[config.mk]
export PLATFORM = sky130hd
export DESIGN_NAME = smm_mac
export DESIGN_NICKNAME = d
export VERILOG_FILES = /design/src/sv/smm_pkg.sv /design/src/sv/smm_mac.sv
export SDC_FILE = /design/constraint.sdc
export NUM_CORES = 1
export LEC_CHECK = 0
export BUFFER_PORTS_ARGS = -buffer_cell sky130_fd_sc_hd__clkbuf_2
export CAP_MARGIN = 20
export CORE_MARGIN = 2
export CORE_UTILIZATION = 55
export CTS_BUF_LIST = sky130_fd_sc_hd__clkbuf_8
export CTS_CLUSTER_DIAMETER = 80
export DETAILED_ROUTE_END_ITERATION = 8
export PLACE_DENSITY = 0.73
export SYNTH_ARGS = -nofsm -noshare
export SYNTH_HDL_FRONTEND = slang
export SYNTH_SLANG_ARGS = --single-unit
export TNS_END_PERCENT = 10
[constraint.sdc]
create_clock -name clk -period 5.6 [get_ports clk]
set_input_delay 0.56 -clock clk [delete_from_list [all_inputs] [get_ports clk]]
set_output_delay 0.56 -clock clk [all_outputs]
set_load 0.02 [all_outputs]
[src/sv/smm_pkg.sv]
// ----------------------------------------------------------------------------
// Square matrix multiply package
// Shared widths, function codes, data type and the MAC control bundle.
// ----------------------------------------------------------------------------
package smm_pkg;

	localparam int DATA_W      = 32;
	localparam int IDX_W       = 4;
	localparam int FUNC_W      = 2;
	localparam int SIZE_W      = 5;
	localparam int MAX_DIM_DEF = 16;
	localparam int SIZE_RESET  = 16;

	localparam logic [FUNC_W-1:0] FUNC_LOAD_A = 2'd0;
	localparam logic [FUNC_W-1:0] FUNC_LOAD_B = 2'd1;
	localparam logic [FUNC_W-1:0] FUNC_READ   = 2'd2;

	typedef logic signed [DATA_W-1:0] data_t;

	// Control from the sequencer to the multiply-accumulate unit.
	typedef struct packed {
		logic clear;   // start a new dot product
		logic valid;   // operand pair on the memory outputs is live
	} mac_ctrl_t;

endpackage

[src/sv/smm_mac.sv]
// ----------------------------------------------------------------------------
// Multiply-accumulate unit
// Registered 32x32 product followed by a wrapping 32-bit accumulator.
// ----------------------------------------------------------------------------
module smm_mac
	import smm_pkg::*;
(
	input  logic      clk,
	input  logic      arst_n,
	input  mac_ctrl_t ctrl,
	input  data_t     a,
	input  data_t     b,
	output logic      pending,
	output data_t     acc
);

	data_t prod_s2;
	logic  valid_s2;
	data_t acc_q;

	// Only the low 32 bits of the product matter, so sign does not.
	always_ff @(posedge clk) begin
		prod_s2 <= a * b;
	end

	always_ff @(posedge clk or negedge arst_n) begin
		if (!arst_n) begin
			valid_s2 <= 1'b0;
		end else begin
			valid_s2 <= ctrl.valid;
		end
	end

	always_ff @(posedge clk) begin
		if (ctrl.clear) begin
			acc_q <= '0;
		end else if (valid_s2) begin
			acc_q <= acc_q + prod_s2;
		end
	end

	assign pending = valid_s2;
	assign acc     = acc_q;

endmodule

==> results_dict.tcl, run 1 <==
set metrics [dict create \
    synth.most_common_cell "inv_1" \
    avgViaCountPerCell 5.33 \
    met1_usage_pct 38.7 \
    worstRegToRegCells 10 \
    die_w_um 192 \
    gr-total-overflow 0 \
    syn_avg_cell_area_sq_um 9.09 \
    grt_usage_pct 30.3 \
    grt_busiest_layer "met2" \
    synth_common_cells "437 x inv_1, 409 x fa_1, 350 x and2_1" \
    timing_hold_violations_final 0 \
    r2r_start "acc[9]" \
    drc 0 \
    pin_count 101 \
    clk_pin_slew_ns 0.07 \
    antenna_found_initial 1 \
    syn_area_sq_mm 0.0195 \
    maxCapViolCount 0 \
    cts_inserted_buffers 9 \
    syn_inst 2148 \
    synthFlopType "dfxtp_1" \
    tightest_slew_ns 0.752 \
    vias 15200 \
    whs_path_depth 1 \
    grt.met2_usage_pct 52.0 \
    port_buffers 100 \
    grt_pass1_vias 16500 \
    dieHeight_um 192 \
    worst_slack_ns -1.00 \
    finalCritPeriodShare_pct 118 \
    hpwl_mm 46.5 \
    min_path_type "in2reg" \
    synth_top_cell_by_area "fa_1" \
    slew_headroom_pct 49.9 \
    n_antenna_cell 0 \
    end_kind "flop" \
    cts_tree "yes" \
    synth.top_cells.by_area "fa_1 42%, ha_1 12%, and2_1 11%" \
    hold_start "ctrl[0]" \
    cts_buffer_depth 2 \
    start_util_pct 55.3 \
    min_period_ns 6.60 \
    ys_seq_area_share_pct 6.69 \
    final.setup_skew_ns 0.00614 \
    drive_gt1_share_pct 17.0 \
    drtPass1Iterations 7 \
    ys_warn_count 0 \
    synth_cell_type_count 58 \
    row_count 69 \
    die_area_sq_mm 0.0370 \
    wl_per_cell_um 18.7 \
    crit_path_start "a[17]" \
    violations "negative setup slack" \
    area_growth_pct 16.1 \
    startpoint_type "input pin" \
    clock-root-buffer "clkbuf_8" \
    core-area_sq_mm 0.0353 \
    drt_iter0_drc 921 \
    crit_type "in2reg" \
    grt_pass1_wl_mm 85.4 \
    setup_viol 21 \
    wirelength_mm 53.4 \
    grt_setup_unrepaired "true" \
    finalMaxSlewViolations 0 \
    pre_cts_ws_ns -1.57 \
    ant_nets 0 \
    cp_data_required_time_ns 5.83 \
    clkLatencyLatePin_ns 0.35 \
    max_freq_ghz 0.151 \
    status "finished with violations" \
    path_max_fanout 10 \
    ys_ff_latch 65 \
    synth_edf_count 0 \
    synth_top_cell_area_share_pct 41.9 \
    h-tree-depth 3 \
    gr-usage-met3_pct 5.06 \
    gp_congestion 0.972 \
    worstPathArrival_ns 6.84 \
    numClockSinks 65 \
    final_nets 3053 \
    async_flop_share_pct 1.54 \
    grt_max_degree 45 \
    syn-num-nets 2806 \
]
==> worst max-delay path, cell delays in order <==
cell and delay [ns]:
clkbuf_4 0.19, buf_4 0.19, and2_1 0.15, fa_1 0.48, fa_1 0.52, fa_2 0.59
inv_1 0.07, fa_1 0.47, inv_1 0.06, fa_1 0.49, fa_1 0.52, fa_1 0.49
inv_1 0.05, fa_1 0.48, inv_1 0.04, ha_1 0.28, or3_1 0.35, o21ai_0 0.11
a31o_4 0.16, o21ai_4 0.06, a221o_1 0.31, a21oi_2 0.13, xnor2_1 0.07
==> per-layer routing <==
metal	part of all wire (%)	vias up	routed length, um
met2	48	542	25700
met1	41	7678	21800
met3	7.1	98	3820
met5	0.022	-	12
li1	-	6916	-
met4	3.8	2	2050
==> layout by cell type, fill, tap and decap left out, drive strengths merged, types with 4 or more instances in the layout <==
master / count
buf: 239
dfxtp: 64
o31ai: 4
mux2i: 16
o22ai: 6
o211ai: 4
o21ai: 27
or3: 5
nand2b: 11
inv: 440
nor3b: 4
nor2: 42
nand2: 205
and3: 6
ha: 181
xor2: 24
o21bai: 5
nor3: 6
a211oi: 7
a31oi: 8
a21o: 23
xnor2: 88
nand4: 5
fa: 409
nor2b: 7
nand3: 17
and2: 351
clkbuf: 104
a21oi: 52
o21a: 6
==> timing repair <==
item / 4_1_cts / 5_1_grt
endpoints found under the setup margin: 22 / 22
setup buffers: 3 / 1
pin swaps: 21 / 14
hold buffers: 1 / 0
gates cloned: 0 / 0
resized for setup: 67 / 31
endpoints found under the hold margin: 1 / 0
==> per-stage QoR <==
stage,hold WS (ns),cells,instance area (sq um),setup TNS (ns),utilization (%)
finish,0.317,2861,22700,-11.88,64.2
detailed placement,0.338,2840,22100,-23.26,62.6
global placement,0.335,2840,22100,-21.31,62.6
CTS,0.301,2860,22600,-11.38,64.0
global route,0.304,2861,22700,-16.08,64.2
floorplan,0.264,2148,19700,-11.52,-
==> registers in the layout (all words and copies together) (netlist names) <==
| name | count |
|---|---|
| acc | 32 |
| prod_s2 | 32 |
| pending | 1 |
==> kinds of logic after synthesis <==
kind of cell,after synthesis,share of synthesized area [%]
flip-flops,65,6.69
multiplexers,18,0.935
AND/OR/NAND/NOR,670,18.4
buffers and inverters,534,10.3
adder cells (fa/ha/maj),590,53.5
AO/OA/AOI/OAI,159,5.21
XOR/XNOR,112,5.02
==> area by class of cell <==
class | count | area [sq um]
clock buffers | 11 | 151
clock inverters | 5 | 23.8
fillers | 2919 | 12600
inverters | 437 | 1640
multi-input cells | 1549 | 16500
flip-flops and latches | 65 | 1310
well taps | 461 | 577
repair buffers | 333 | 2500
==> worst paths after layout <==
kind | endpoint | slack, ns
worst max-delay path | prod_s2[31] | -1.00
worst min-delay path | pending | 0.32
worst max register to register | acc[31] | 2.33
worst min register to register | acc[20] | 0.49
max in group asynchronous | pending | 4.99
min in group asynchronous | pending | 0.52
Power of run 1 is not shown: default switching activity piles up to over one toggle a cycle in this logic, so the estimate is an artifact.
==> inputs of run 2 (changes only) <==
Settings changed: PLACE_DENSITY 0.73 to 0.76.
Clock period 5.6 ns to 5.5 ns, I/O delays scaled along.
==> run 2 against run 1 <==
Effect of this change: the run still ends with negative setup slack left; final cell count up 0.21%; flip-flop and latch count unchanged; critical path depth rose by 1; die area stayed put; clock-buffer cell count shrank 2; first-iteration DRC count shrank 7.7%; routed wire length grew 1.4%; setup slack got worse by 0.022 ns; clock skew up 0.0071 ns; sequential share of layout area shrank 0.094 points; worst hold slack worse by 0.012 ns.
==> results_dict.tcl, run 2 (synthesized netlist as in run 1, its figures left out) <==
set metrics [dict create \
    hold-worst-slack_ns 0.305 \
    h-tree-depth 3 \
    cts_inserted_buffers 9 \
    final.setup.tns_ns -12.30 \
    row_count 69 \
    vias 15300 \
    crit_type "in2reg" \
    r2r_slack_ns 2.31 \
    numClockSinks 65 \
    slew_headroom_pct 47.4 \
    min_period_ns 6.53 \
    grt_setup_unrepaired "true" \
    final.setup_skew_ns 0.0132 \
    start_util_pct 55.3 \
    violations "negative setup slack" \
    routed.top_layer "met4" \
    wirelength_mm 54.1 \
    final_area_sq_mm 0.0231 \
    hold_start "ctrl[0]" \
    min_path_type "in2reg" \
    clock-root-buffer "clkbuf_8" \
    drt_iter0_drc 850 \
    cp_data_required_time_ns 5.74 \
    whs_path_depth 1 \
    maxCapViolCount 0 \
    finalMaxSlewViolations 0 \
    gp_congestion 0.975 \
    ant_nets 0 \
    status "finished with violations" \
    grt_pass1_vias 16700 \
    core-area_sq_mm 0.0353 \
    grt_usage_pct 30.7 \
    clk_pin_slew_ns 0.07 \
    cts_buffer_depth 2 \
    clkLatencyLatePin_ns 0.35 \
    r2r-end "acc[31]" \
    avgViaCountPerCell 5.34 \
    grt_max_degree 40 \
    grt_pass1_wl_mm 87.1 \
    wl_met1_mm 22.0 \
    hold_path_end "pending" \
    placedInstanceArea_sq_mm 0.0222 \
    area_growth_pct 18.0 \
    cts_tree "yes" \
    timing_hold_violations_final 0 \
    hpwl_mm 47.2 \
    mostFrequentLayoutCells "431 x inv_1, 385 x fa_1, 345 x and2_1" \
    layout_commonest_cell "inv_1" \
    finalCritPeriodShare_pct 119 \
    drtPass1Iterations 6 \
    final_nets 3059 \
    drive_gt1_share_pct 18.7 \
    met2_length_mm 26.1 \
    die_area_sq_mm 0.0370 \
    port_buffers 100 \
    gr-total-overflow 0 \
    wl_met3_mm 4.19 \
    drc 0 \
    n_antenna_cell 0 \
    end_kind "flop" \
    worstRegToRegCells 10 \
    tightest_slew_ns 0.789 \
    pin_count 101 \
    startpoint_type "input pin" \
    wl_per_cell_um 18.9 \
    setup_viol 21 \
    dieHeight_um 192 \
    antenna_found_initial 0 \
    worst_slack_ns -1.03 \
    max_freq_ghz 0.153 \
    r2r_start "acc[9]" \
    die_w_um 192 \
    worstPathArrival_ns 6.77 \
    path_max_fanout 10 \
]
run 2: cell types whose count changed in the layout (fill, tap and decap cells not counted), moves of 4 or more:
cell | before | now
xnor2_1 | 88 | 83
inv_1 | 436 | 431
buf_6 | 12 | 19
xnor2_2 | 0 | 4
clkbuf_4 | 16 | 6
fa_2 | 9 | 24
fa_1 | 400 | 385
buf_4 | 217 | 213
buf_12 | 6 | 13
run 2: what timing repair did:
| action | in CTS | in global routing |
|---|---|---|
| hold buffers | 1 | 0 |
| buffers inserted | 3 | 1 |
| endpoints found under the hold margin | 1 | 0 |
| setup endpoints to repair | 22 | 22 |
| gates cloned | 0 | 1 |
| pin swaps | 41 | 28 |
| resized for setup | 83 | 65 |
run 2: metrics by stage:
| step | util [%] | instances | setup WS, ns |
|---|---|---|---|
| after floorplan | - | 2148 | -1.15 |
| after global placement | 63.0 | 2845 | -1.52 |
| after detailed placement | 63.0 | 2845 | -1.73 |
| after CTS | 64.7 | 2865 | -1.05 |
| after global routing | 65.3 | 2867 | -1.21 |
| final | 65.3 | 2867 | -1.03 |
run 2: metal layers:
| metal | vias up | global-route usage (%) |
|---|---|---|
| met5 | - | 0 |
| met4 | 0 | 10.5 |
| met3 | 102 | 5.02 |
| met2 | 602 | 52.7 |
| met1 | 7679 | 39.4 |
| li1 | 6922 | - |
run 2: critical path: stages:
cell	delay, ns
clkbuf_8	0.16
and2_1	0.16
fa_1	0.47
fa_1	0.50
inv_1	0.05
fa_1	0.48
fa_1	0.57
inv_1	0.06
fa_1	0.49
inv_1	0.06
fa_1	0.48
inv_1	0.05
fa_1	0.50
fa_2	0.47
ha_4	0.32
nand3_4	0.08
buf_6	0.13
a2bb2oi_1	0.13
a31o_2	0.28
a31o_4	0.27
o21ai_4	0.16
a221o_1	0.18
a21oi_2	0.06
xnor2_1	0.11
run 2: cell type report:
cell class / count / area [sq um]
multi-input cells: 1549 / 16600
fillers: 2812 / 12300
repair buffers: 339 / 2690
inverters: 437 / 1640
flip-flops and latches: 65 / 1310
well taps: 461 / 577
clock buffers: 9 / 124
clock inverters: 7 / 95.1
run 2: how the worst max path moves through the flow:
stage | startpoint | to | slack [ns] | cells after the start
after floorplan | a[12] | prod_s2[31] | -1.15 | 24
after global placement | b[2] | prod_s2[30] | -1.52 | 25
after detailed placement | b[2] | prod_s2[30] | -1.73 | 24
after CTS | b[7] | prod_s2[31] | -1.05 | 23
after global routing | b[4] | prod_s2[31] | -1.21 | 25
final | b[3] | prod_s2[31] | -1.03 | 24
Power of run 2 is left out for the same reason.
